[config.mk]
export PLATFORM = sky130hd
export DESIGN_NAME = hsl_to_rgb_fixed_point
export DESIGN_NICKNAME = d
export VERILOG_FILES = /design/src/rtl/hslrgb_pkg.sv /design/src/rtl/hslrgb_front.sv /design/src/rtl/hslrgb_span.sv /design/src/rtl/hslrgb_out.sv /design/src/rtl/hsl_to_rgb_fixed_point.sv
export SDC_FILE = /design/constraint.sdc
export NUM_CORES = 2
export LEC_CHECK = 0
export BUFFER_PORTS_ARGS = -buffer_cell sky130_fd_sc_hd__buf_2
export CORE_ASPECT_RATIO = 1.5
export CORE_UTILIZATION = 40
export DETAILED_ROUTE_END_ITERATION = 12
export PLACE_DENSITY = 0.57
export SETUP_SLACK_MARGIN = 0.2
export SYNTH_ARGS = -nofsm -noshare
export SYNTH_HDL_FRONTEND = slang
export SYNTH_SLANG_ARGS = --single-unit
[constraint.sdc]
create_clock -name clock -period 11.4 [get_ports clock]
set_clock_uncertainty 0.05 [all_clocks]
set_input_delay 2.28 -clock clock [delete_from_list [all_inputs] [get_ports clock]]
set_output_delay 2.28 -clock clock [all_outputs]
set_load 0.01 [all_outputs]
[src/rtl/hslrgb_pkg.sv]
package hslrgb_pkg;

   localparam int FIXED_SHIFT = 12;
   localparam int FIXED_ONE   = 1 << FIXED_SHIFT;
   localparam int FIXED_HALF  = FIXED_ONE / 2;
   localparam int HUE_SECTORS = 6;
   localparam int HUE_TURN    = HUE_SECTORS * FIXED_ONE;
   localparam int CLAMP_LIMIT = 'h100;
   localparam int CLAMP_MAX   = 'hFF;

   typedef enum logic [1:0] {
      CH_RED   = 2'd0,
      CH_GREEN = 2'd1,
      CH_BLUE  = 2'd2
   } chan_type;

   typedef struct packed {
      logic [14:0] hue;
      logic [12:0] lightness;
      logic [12:0] saturation;
      logic [7:0]  scale;
   } req_type;

   typedef struct packed {
      logic [7:0] red;
      logic [7:0] green;
      logic [7:0] blue;
   } rsp_type;

   // front -> span: first scaled extreme plus what the rest needs
   typedef struct packed {
      chan_type    top;
      chan_type    lo;
      chan_type    mid;
      logic        low;
      logic [31:0] first;
      logic [21:0] twice;
      logic [12:0] w;
   } span_in_type;

   // span -> out: both extremes and the interpolation product
   typedef struct packed {
      chan_type    top;
      chan_type    lo;
      chan_type    mid;
      logic [31:0] c_top;
      logic [31:0] c_lo;
      logic [31:0] prod;
   } tail_type;

   function automatic logic [2:0] sector_of(input logic [2:0] unit);
      logic [2:0] s;
      case (unit)
         3'd0: s = 3'd1;
         3'd1: s = 3'd2;
         3'd2: s = 3'd3;
         3'd3: s = 3'd4;
         3'd4: s = 3'd5;
         3'd5: s = 3'd0;
         3'd6: s = 3'd1;
         3'd7: s = 3'd2;
         default: s = 3'd0;
      endcase
      return s;
   endfunction

   function automatic chan_type next_chan(input chan_type c);
      chan_type n;
      case (c)
         CH_RED:   n = CH_GREEN;
         CH_GREEN: n = CH_BLUE;
         CH_BLUE:  n = CH_RED;
         default:  n = CH_RED;
      endcase
      return n;
   endfunction

endpackage

[src/rtl/hslrgb_front.sv]
module hslrgb_front import hslrgb_pkg::*; (
   input  logic        clock,
   input  logic        reset,
   input  logic        in_valid,
   output logic        in_ready,
   input  req_type     in_data,
   output logic        out_valid,
   input  logic        out_ready,
   output span_in_type out_data
);

   typedef struct packed {
      chan_type           top;
      chan_type           lo;
      chan_type           mid;
      logic               low;
      logic signed [27:0] lprod;
      logic [12:0]        sat;
      logic [7:0]         k;
      logic [21:0]        twice;
      logic [12:0]        w;
   } s1_type;

   logic        s1_valid_ff, s1_valid_in;
   logic        s2_valid_ff, s2_valid_in;
   logic        s1_ready, s2_ready;
   s1_type      s1_ff, s1_in;
   span_in_type s2_ff, s2_in;

   logic [2:0]         sector;
   chan_type           top;
   logic signed [13:0] inv_sat;
   logic [15:0]        hx;
   logic [15:0]        hx_wrap;
   logic [12:0]        x;

   logic signed [27:0] biased;
   logic signed [14:0] part;
   logic signed [15:0] factor;
   logic signed [24:0] scaled;

   assign s2_ready = !s2_valid_ff || out_ready;
   assign s1_ready = !s1_valid_ff || s2_ready;
   assign in_ready = s1_ready;

   // stage 1: sector decode, lightness product, hue distance
   always_comb begin
      sector  = sector_of(in_data.hue[14:12]);
      top     = chan_type'(sector[2:1]);
      inv_sat = $signed(14'(FIXED_ONE) - {1'b0, in_data.saturation});
      hx      = 16'(in_data.hue) + 16'(FIXED_ONE);
      hx_wrap = (hx >= 16'(HUE_TURN)) ? hx - 16'(HUE_TURN) : hx;
      x       = 13'(hx_wrap - {1'b0, top, 13'b0});

      s1_in.top = top;
      if (sector[0]) begin
         s1_in.mid = next_chan(top);
         s1_in.lo  = next_chan(next_chan(top));
      end else begin
         s1_in.lo  = next_chan(top);
         s1_in.mid = next_chan(next_chan(top));
      end
      s1_in.low   = in_data.lightness <= 13'(FIXED_HALF);
      s1_in.lprod = 28'($signed({1'b0, in_data.lightness}) * inv_sat);
      s1_in.sat   = in_data.saturation;
      s1_in.k     = in_data.scale;
      s1_in.twice = 22'({in_data.lightness, 1'b0}) * 22'(in_data.scale);
      s1_in.w     = (x >= 13'(FIXED_ONE)) ? x - 13'(FIXED_ONE) : 13'(FIXED_ONE) - x;
   end

   // stage 2: divide toward zero, then scale by brightness
   always_comb begin
      biased = s1_ff.lprod + (s1_ff.lprod[27] ? 28'(FIXED_ONE - 1) : 28'sd0);
      part   = biased[FIXED_SHIFT +: 15];
      factor = s1_ff.low ? {part[14], part} : {part[14], part} + $signed({3'b0, s1_ff.sat});
      scaled = factor * $signed({1'b0, s1_ff.k});

      s2_in.top   = s1_ff.top;
      s2_in.lo    = s1_ff.lo;
      s2_in.mid   = s1_ff.mid;
      s2_in.low   = s1_ff.low;
      s2_in.first = {{7{scaled[24]}}, scaled};
      s2_in.twice = s1_ff.twice;
      s2_in.w     = s1_ff.w;
   end

   assign s1_valid_in = s1_ready ? in_valid : s1_valid_ff;
   assign s2_valid_in = s2_ready ? s1_valid_ff : s2_valid_ff;

   always_ff @(posedge clock) begin
      if (reset) begin
         s1_valid_ff <= 1'b0;
         s2_valid_ff <= 1'b0;
      end else begin
         s1_valid_ff <= s1_valid_in;
         s2_valid_ff <= s2_valid_in;
      end
   end

   always_ff @(posedge clock) begin
      if (s1_ready && in_valid) begin
         s1_ff <= s1_in;
      end
      if (s2_ready && s1_valid_ff) begin
         s2_ff <= s2_in;
      end
   end

   assign out_valid = s2_valid_ff;
   assign out_data  = s2_ff;

endmodule

[src/rtl/hslrgb_span.sv]
module hslrgb_span import hslrgb_pkg::*; (
   input  logic        clock,
   input  logic        reset,
   input  logic        in_valid,
   output logic        in_ready,
   input  span_in_type in_data,
   output logic        out_valid,
   input  logic        out_ready,
   output tail_type    out_data
);

   typedef struct packed {
      chan_type    top;
      chan_type    lo;
      chan_type    mid;
      logic [31:0] c_top;
      logic [31:0] c_lo;
      logic [12:0] w;
   } s3_type;

   logic     s3_valid_ff, s3_valid_in;
   logic     s4_valid_ff, s4_valid_in;
   logic     s3_ready, s4_ready;
   s3_type   s3_ff, s3_in;
   tail_type s4_ff, s4_in;

   logic [31:0] other;
   logic [31:0] diff;

   assign s4_ready = !s4_valid_ff || out_ready;
   assign s3_ready = !s3_valid_ff || s4_ready;
   assign in_ready = s3_ready;

   // stage 3: the other extreme is 2L*k minus the first one
   always_comb begin
      other       = {10'b0, in_data.twice} - in_data.first;
      s3_in.top   = in_data.top;
      s3_in.lo    = in_data.lo;
      s3_in.mid   = in_data.mid;
      s3_in.c_top = in_data.low ? other : in_data.first;
      s3_in.c_lo  = in_data.low ? in_data.first : other;
      s3_in.w     = in_data.w;
   end

   // stage 4: span times hue distance, modulo 2^32
   always_comb begin
      diff        = s3_ff.c_top - s3_ff.c_lo;
      s4_in.top   = s3_ff.top;
      s4_in.lo    = s3_ff.lo;
      s4_in.mid   = s3_ff.mid;
      s4_in.c_top = s3_ff.c_top;
      s4_in.c_lo  = s3_ff.c_lo;
      s4_in.prod  = 32'(diff * 32'(s3_ff.w));
   end

   assign s3_valid_in = s3_ready ? in_valid : s3_valid_ff;
   assign s4_valid_in = s4_ready ? s3_valid_ff : s4_valid_ff;

   always_ff @(posedge clock) begin
      if (reset) begin
         s3_valid_ff <= 1'b0;
         s4_valid_ff <= 1'b0;
      end else begin
         s3_valid_ff <= s3_valid_in;
         s4_valid_ff <= s4_valid_in;
      end
   end

   always_ff @(posedge clock) begin
      if (s3_ready && in_valid) begin
         s3_ff <= s3_in;
      end
      if (s4_ready && s3_valid_ff) begin
         s4_ff <= s4_in;
      end
   end

   assign out_valid = s4_valid_ff;
   assign out_data  = s4_ff;

endmodule

[src/rtl/hslrgb_out.sv]
module hslrgb_out import hslrgb_pkg::*; (
   input  logic     clock,
   input  logic     reset,
   input  logic     in_valid,
   output logic     in_ready,
   input  tail_type in_data,
   output logic     out_valid,
   input  logic     out_ready,
   output rsp_type  out_data
);

   logic    s5_valid_ff, s5_valid_in;
   rsp_type s5_ff, s5_in;

   logic [31:0] c_mid;
   logic [31:0] c_red, c_green, c_blue;

   function automatic logic [31:0] pick(input chan_type ch, input tail_type t,
                                        input logic [31:0] m);
      logic [31:0] v;
      if (ch == t.top) begin
         v = t.c_top;
      end else if (ch == t.lo) begin
         v = t.c_lo;
      end else begin
         v = m;
      end
      return v;
   endfunction

   function automatic logic [7:0] round_clamp(input logic [31:0] c);
      logic [31:0] s;
      logic [19:0] q;
      s = c + 32'(FIXED_HALF);
      q = s[31:FIXED_SHIFT];
      return (q < 20'(CLAMP_LIMIT)) ? q[7:0] : 8'(CLAMP_MAX);
   endfunction

   assign in_ready = !s5_valid_ff || out_ready;

   always_comb begin
      c_mid       = {12'b0, in_data.prod[31:FIXED_SHIFT]} + in_data.c_lo;
      c_red       = pick(CH_RED, in_data, c_mid);
      c_green     = pick(CH_GREEN, in_data, c_mid);
      c_blue      = pick(CH_BLUE, in_data, c_mid);
      s5_in.red   = round_clamp(c_red);
      s5_in.green = round_clamp(c_green);
      s5_in.blue  = round_clamp(c_blue);
   end

   assign s5_valid_in = in_ready ? in_valid : s5_valid_ff;

   always_ff @(posedge clock) begin
      if (reset) begin
         s5_valid_ff <= 1'b0;
      end else begin
         s5_valid_ff <= s5_valid_in;
      end
   end

   always_ff @(posedge clock) begin
      if (in_ready && in_valid) begin
         s5_ff <= s5_in;
      end
   end

   assign out_valid = s5_valid_ff;
   assign out_data  = s5_ff;

endmodule

[src/rtl/hsl_to_rgb_fixed_point.sv]
// HSL to RGB pixel converter, fixed point (4096 means one).
// Request channel: req_data carries hue, lightness, saturation and scale; a
// request is taken at a clock edge with req_valid high and req_stall low.
// Response channel: rsp_data carries red, green and blue; a response is taken
// at an edge with rsp_valid high and rsp_stall low.
// Five register stages: sector decode and lightness product, divide and
// scale multiply, extreme channels, interpolation multiply, round and clamp.
// A taken request moves through the stages in the order listed and is offered
// on rsp_data from the round and clamp register.
// Throughput is one pixel per clock while rsp_stall is low; every stage holds
// one pixel and moves forward whenever the stage after it is empty or moving.
// When the receiver stalls, stages fill from the output backward and
// req_stall rises only once all five hold a pixel; nothing is dropped or
// sent twice. Pixels are independent, no state carries between them.
// Reset (synchronous) empties the pipeline; the first request may be sent
// in the cycle after reset falls.
module hsl_to_rgb_fixed_point import hslrgb_pkg::*; (
   input  logic    clock,
   input  logic    reset,
   input  logic    req_valid,
   output logic    req_stall,
   input  req_type req_data,
   output logic    rsp_valid,
   input  logic    rsp_stall,
   output rsp_type rsp_data
);

   logic        front_ready;
   logic        front_valid, span_ready;
   span_in_type front_data;
   logic        span_valid, out_ready;
   tail_type    span_data;
   logic        req_take;

   assign req_stall = !front_ready;
   assign req_take  = req_valid && front_ready;

   hslrgb_front u_front (
      .clock     (clock),
      .reset     (reset),
      .in_valid  (req_valid),
      .in_ready  (front_ready),
      .in_data   (req_data),
      .out_valid (front_valid),
      .out_ready (span_ready),
      .out_data  (front_data)
   );

   hslrgb_span u_span (
      .clock     (clock),
      .reset     (reset),
      .in_valid  (front_valid),
      .in_ready  (span_ready),
      .in_data   (front_data),
      .out_valid (span_valid),
      .out_ready (out_ready),
      .out_data  (span_data)
   );

   hslrgb_out u_out (
      .clock     (clock),
      .reset     (reset),
      .in_valid  (span_valid),
      .in_ready  (out_ready),
      .in_data   (span_data),
      .out_valid (rsp_valid),
      .out_ready (!rsp_stall),
      .out_data  (rsp_data)
   );

`ifndef ASSERT_OFF
   // backpressure can only start from a held response
   a_stall_source: assert property (@(posedge clock) disable iff (reset)
      req_stall |-> (rsp_valid && rsp_stall))
      else $error("req_stall without a stalled response");

   a_latency: assert property (@(posedge clock) disable iff (reset)
      req_take ##1 !rsp_stall ##1 !rsp_stall ##1 !rsp_stall ##1 !rsp_stall
      |=> rsp_valid)
      else $error("response missing after unstalled pipeline");

   // zero saturation within range gives a gray pixel
   a_gray: assert property (@(posedge clock) disable iff (reset)
      (req_take && req_data.saturation == 13'd0 && req_data.lightness <= 13'(FIXED_ONE))
      ##1 !rsp_stall ##1 !rsp_stall ##1 !rsp_stall ##1 !rsp_stall
      |=> (rsp_data.red == rsp_data.green && rsp_data.green == rsp_data.blue))
      else $error("gray input produced unequal channels");
`endif

endmodule
# After elaboration in Yosys (flattened, before gate mapping)
# Memory sizes are Yosys's and may differ from the RTL's.
# Index checks and enable logic that the tools add are counted.
[word_totals]
regBits = 362
mem_bits_ro = 24
inputBits = 53
out_inout_bits = 26
wordCells = 104
n_memories = 1
[classes]
add_sub_neg = 14
n_mul = 4
magnitude_cmp = 6
n_eq_ne = 7
muxes = 18
reduce_logical = 22
[mem_list]
columns = ["name", "words", "width", "read_ports", "rd_ports_with_merged_regs", "write_ports", "line_no", "source"]
rows = [
  ["(name not given)", 8, 3, 1, 0, 0, "hslrgb_pkg.sv:53", "case (unit)"],
]
[op_table]
columns = ["op", "count"]
rows = [
  ["$mux W32", 8],
  ["$add A32 B12 Y32 const B", 3],
  ["$lt A20 B9 Y1 const B", 3],
  ["$add A20 B32 Y32", 1],
  ["$mul A32 B13 Y32", 1],
  ["$sub A32 B32 Y32", 1],
  ["$mul A14 B14 Y28", 1],
  ["$add A27 B13 Y27", 1],
  ["$mux W13", 2],
  ["$sub A13 B1 Y13 const B", 2],
  ["$sub A23 B25 Y26", 1],
  ["$mul A16 B9 Y25", 1],
  ["$mul A13 B8 Y21", 1],
  ["$add A15 B13 Y16 const B", 1],
  ["$add A15 B14 Y16", 1],
  ["$ge A16 B15 Y1 const B", 1],
  ["$mux W16", 1],
  ["$sub A13 B13 Y14 const A", 1],
  ["$ge A13 B13 Y1 const B", 1],
  ["$le A13 B12 Y1 const B", 1],
  ["$sub A13 B13 Y13 const A", 1],
  ["$sub A13 B13 Y13 const B", 1],
  ["$mux W12", 1],
  ["$pmux W2 S2", 3],
  ["other kinds (9)", 32],
]

# Logic depth before layout (Yosys ltp)
[depth]
ltp_word = 7
mapped_depth = 42
mapped_depth_nobuf = 41

# Hierarchy
# Synthesis repeated with hierarchy kept, for this count alone.
[hier_totals]
hier_cells = 4806
hier_area_um2 = 45821.4
[by_module_without_submodules]
columns = ["module", "n_inst", "cells_each", "area_each_um2", "seq_area_each_um2"]
rows = [
  ["hslrgb_front", 1, 2092, 20826.2, 4724.5],
  ["hslrgb_span", 1, 1974, 19605.1, 5595.4],
  ["hslrgb_out", 1, 738, 5382.7, 740.7],
  ["hsl_to_rgb_fixed_point", 1, 2, 7.5, 0.0],
]

# Worst setup path after synthesis
# No wires, ideal clock.
[synth_path]
path_type = "flip-flop to flip-flop"
startpoint = "register u_front.s1_ff[83] (netlist bit)"
endpoint = "register, netlist name u_front.out_data[59]"
setup_ps = 266
arrival_ps = 9289
required_time_ps = 11084
setup_slack_ps = 1794
stages_incl_launch_ff = 42
path_buffers = 2
period_less_slack_ps = 9606
path_cell_list = "edfxtp_1 ha_1 a31o_2 a21o_1 a21o_1 a21o_1 a21o_1 a21o_1 a21oi_1 o21ai_0 and2_1 clkbuf_1 xor2_1 ha_1 a21o_1 a21oi_1 o21ai_0 nand3_1 [... 6 more ...] o21bai_1 clkbuf_1 nand4_1 o311a_1 fa_1 inv_1 fa_1 fa_1 inv_1 fa_1 inv_1 ha_1 or2_2 a21oi_1 a211oi_1 o31ai_1 mux2i_1 nand4_1"
[synth_between]
elab_chain_cells = 5
[synth_rtl]
columns = ["element", "line_no", "source"]
rows = [
  ["start: declaration", "hslrgb_front.sv:27", "s1_type s1_ff, s1_in;"],
  ["start signal: assignment", "hslrgb_front.sv:102", "s1_ff <= s1_in;"],
  ["$mux W12 *", "hslrgb_front.sv:73", "biased = s1_ff.lprod + (s1_ff.lprod[27] ? 28'(FIXED_ONE - 1) : 28'sd0);"],
  ["$add A27 B13 Y27 *", "hslrgb_front.sv:73", ""],
  ["$add A15 B14 Y16", "hslrgb_front.sv:75", "factor = s1_ff.low ? {part[14], part} : {part[14], part} + $signed({3'b0, s1_ff.sat});"],
  ["$mux W16 *", "hslrgb_front.sv:75", ""],
  ["$mul A16 B9 Y25 *", "hslrgb_front.sv:76", "scaled = factor * $signed({1'b0, s1_ff.k});"],
  ["net u_front.scaled[24]", "hslrgb_front.sv:40", "logic signed [24:0] scaled;"],
]
# The timed path passes the listed nets; every way through them passes the cells marked *.
# A chain may end at the register's enable or synchronous reset.

# Worst setup path in the final report
[layout_path]
startpoint = "register u_front.s1_ff[83] (netlist bit)"
endpoint = "register, netlist name u_front.out_data[59]"
[layout_between]
elab_chain_cells = 5
[layout_rtl]
columns = ["element", "line_no"]
rows = [
  ["$mux W12 *", "hslrgb_front.sv:73"],
  ["$add A27 B13 Y27 *", "hslrgb_front.sv:73"],
  ["$add A15 B14 Y16", "hslrgb_front.sv:75"],
  ["$mux W16 *", "hslrgb_front.sv:75"],
  ["$mul A16 B9 Y25 *", "hslrgb_front.sv:76"],
  ["net u_front.scaled[24]", "hslrgb_front.sv:40"],
]
# Marks and branches as above.

==> impl_metrics.json <==
{
  "status": "finished, final reports clean",
  "grt_remaining_overflow": 0,
  "synth_nets": 5154,
  "cpMaxStageDelayCell": "edfxtp_1",
  "synth_cell_types": 98,
  "port_buffers": 78,
  "antenna_cells": 0,
  "clock.fmax_ghz": 0.0963,
  "grt_pass1_wl_microns": 161000,
  "die-area_sq_um": 102000,
  "drive_gt1_share_pct": 7.04,
  "min_from": "u_front.s1_ff[34]",
  "regArea_sq_um": 9380,
  "critPathMaxFanout": 12,
  "finalCritPeriodShare_pct": 91.0,
  "route.vias.total": 28900,
  "startpoint": "u_front.s1_ff[83]",
  "final_nets": 5160,
  "path_clk_slew_ns": 0.06,
  "post-dp-hpwl_microns": 77700,
  "worst_pin_slew_ns": 1.11,
  "post_cts_resized": 0,
  "gp_congestion": 0.912,
  "finalSetupViolations": 0,
  "io_pins": 79,
  "antenna_found_initial": 0,
  "relSlewSlack_pct": 25.2,
  "drcViolationCount": 0,
  "grt_use_total_pct": 20.0,
  "clk_latency_ns": 0.59,
  "critPathArrivalTime_ns": 10.64,
  "drt_pass1_iterations": 8,
  "multi_input_area_sq_um": 27800,
  "fill_cells": 9746,
  "grt_max_degree": 69,
  "drtIter0Drc": 1196,
  "area_growth_pct": 8.03,
  "grt_pass1_vias": 30700,
  "cp-end-kind": "flop",
  "critPathKind": "flop to flop",
  "ys_async_sr_fraction_pct": 0,
  "final_common_cell": "inv_1",
  "synth.avg_cell_area_sq_um": 9.57,
  "utilization_pct": 43.6,
  "cts_tree": "done",
  "synth_top_flop_cell": "edfxtp_1",
  "r2r-start": "u_front.s1_ff[83]",
  "hold_viol_final": 0,
  "max-cap-violations": 0,
  "final_cells": 5541,
  "synth_warnings": 0,
  "wl_per_cell_microns": 17.7,
  "crit_path_frequent_cell": "a21o_1",
  "core_area_sq_um": 99900,
  "synth_cells": 4210,
  "startpoint_type": "flop",
  "cts_num_sinks": 314,
  "hp-class": "flop to flop",
  "num_rows": 142,
  "final_cell_mix": "692 x inv_1, 577 x nand2_1, 544 x fa_1",
  "crit_required_ns": 11.66,
  "synth-edff-count": 309,
  "synth_area_sq_um": 40300,
  "place_inst": 5472,
  "hold_buffers": 0,
  "die_x_microns": 261,
  "stdcell_area_sq_um": 43500,
  "routed_wl_microns": 97900,
  "fin_crit_ns": 10.38,
  "root_buffer": "clkbuf_16",
  "clock_path_buffers": 3,
  "die_y_microns": 391,
  "finalSetupTns_ns": 0,
  "htreeDepth": 2,
  "cts_buffers": 38,
  "slowest_delay_ns": 0.57,
  "final_max_slew_viol_count": 0,
  "start_util_pct": 40.4,
  "seq_area_frac_synth_pct": 23.3,
  "dpl-instance-area_sq_um": 42200,
  "ys_ff_latch": 314,
  "post_cts.repair.setup_buffers": 0,
  "rsz0062_at_grt": "no",
  "via_per_inst": 5.21,
  "postRouteAntennaNets": 0
}
## path summary, 6_finish.rpt
check                                             to  slack [ns]  cells past startpoint
worst max-delay path            u_front.out_data[59]        1.02                     40
worst min-delay path            u_front.out_data[34]        0.36                      0
worst max register to register  u_front.out_data[59]        1.02                     40
worst min register to register  u_front.out_data[34]        0.36                      0
## synth_stat cells (all sizes together) (16+ instances only)
cell / n / area (sq um)
inv: 692 / 2600
nand2: 582 / 2200
fa: 544 / 10900
ha: 347 / 4340
edfxtp: 309 / 9280
and2: 270 / 1690
nor2: 173 / 649
clkbuf: 160 / 601
xnor2: 138 / 1210
a21oi: 125 / 637
o21ai: 105 / 533
nand3: 74 / 370
nor3: 62 / 333
nor2b: 45 / 282
xor2: 44 / 385
a21o: 43 / 323
and3: 35 / 224
nand2b: 33 / 209
o31ai: 30 / 225
o21a: 26 / 195
nand4: 25 / 163
or3: 25 / 156
a21boi: 23 / 173
mux2: 23 / 259
a31oi: 22 / 138
a211oi: 21 / 175
or2: 21 / 131
o211ai: 17 / 133
mux2i: 16 / 160
## stage by stage
step / setup slack (ns) / hold slack, ns
2_1_floorplan: 1.79 / 0.350
3_3_place_gp: 1.15 / 0.352
3_5_place_dp: 1.00 / 0.355
4_1_cts: 1.00 / 0.356
5_1_grt: 0.204 / 0.360
6_report: 1.02 / 0.356
## routing by layer
layer  vias up  GRT usage, %  share of wire [%]
li1      13700             -                  -
met1     14500          22.3                 39
met2       498          38.4                 55
met3       176          1.86                2.8
met4         0          7.32                3.5
met5         -             0                  0
## cells by family (layout without fill, tap and decap cells)
group / Yosys count / count (layout) / share of synthesized area, %
AO/OA/AOI/OAI: 521 / 521 / 8.80
XOR/XNOR: 185 / 185 / 4.13
adder cells (fa/ha/maj): 892 / 892 / 37.8
buffers and inverters: 866 / 901 / 8.11
flip-flops: 314 / 314 / 23.3
multiplexers: 39 / 39 / 1.04
AND/OR/NAND/NOR: 1393 / 1393 / 16.8
## sequential cells by signal, indices dropped and copies added (netlist names)
| register | flops |
|---|---|
| u_front.out_valid | 1 |
| u_span.s3_valid_ff | 1 |
| u_front.s1_ff | 88 |
| u_front.out_data | 64 |
| u_span.out_data | 65 |
| u_out.out_data | 24 |
| u_span.out_valid | 1 |
| u_front.s1_valid_ff | 1 |
| u_out.out_valid | 1 |
| u_span.s3_ff | 68 |
## layout make-up
| class | instances | share of cell area, % |
|---|---|---|
| Tap cell | 1296 | 3.72 |
| Clock buffer | 43 | 2.27 |
| Multi-Input combinational cell | 3030 | 63.8 |
| Inverter | 693 | 5.97 |
| Timing Repair Buffer | 139 | 1.95 |
| Sequential cell | 314 | 21.5 |
| Clock inverter | 26 | 0.721 |
## worst max-delay path, delay by kind of cell (launching register included)
family	cells	cell delay (ns)
adders and majority gates	7	3.14
and+or+nand+nor	3	0.56
DFF	1	0.57
muxes	1	0.24
AOI/OAI and AO/OA	24	5.15
xor gates and xnor gates	2	0.28
buffers and inverters	3	0.14
Power is not shown: default switching activity piles up to over one toggle a cycle in this logic, so the estimate is an artifact.
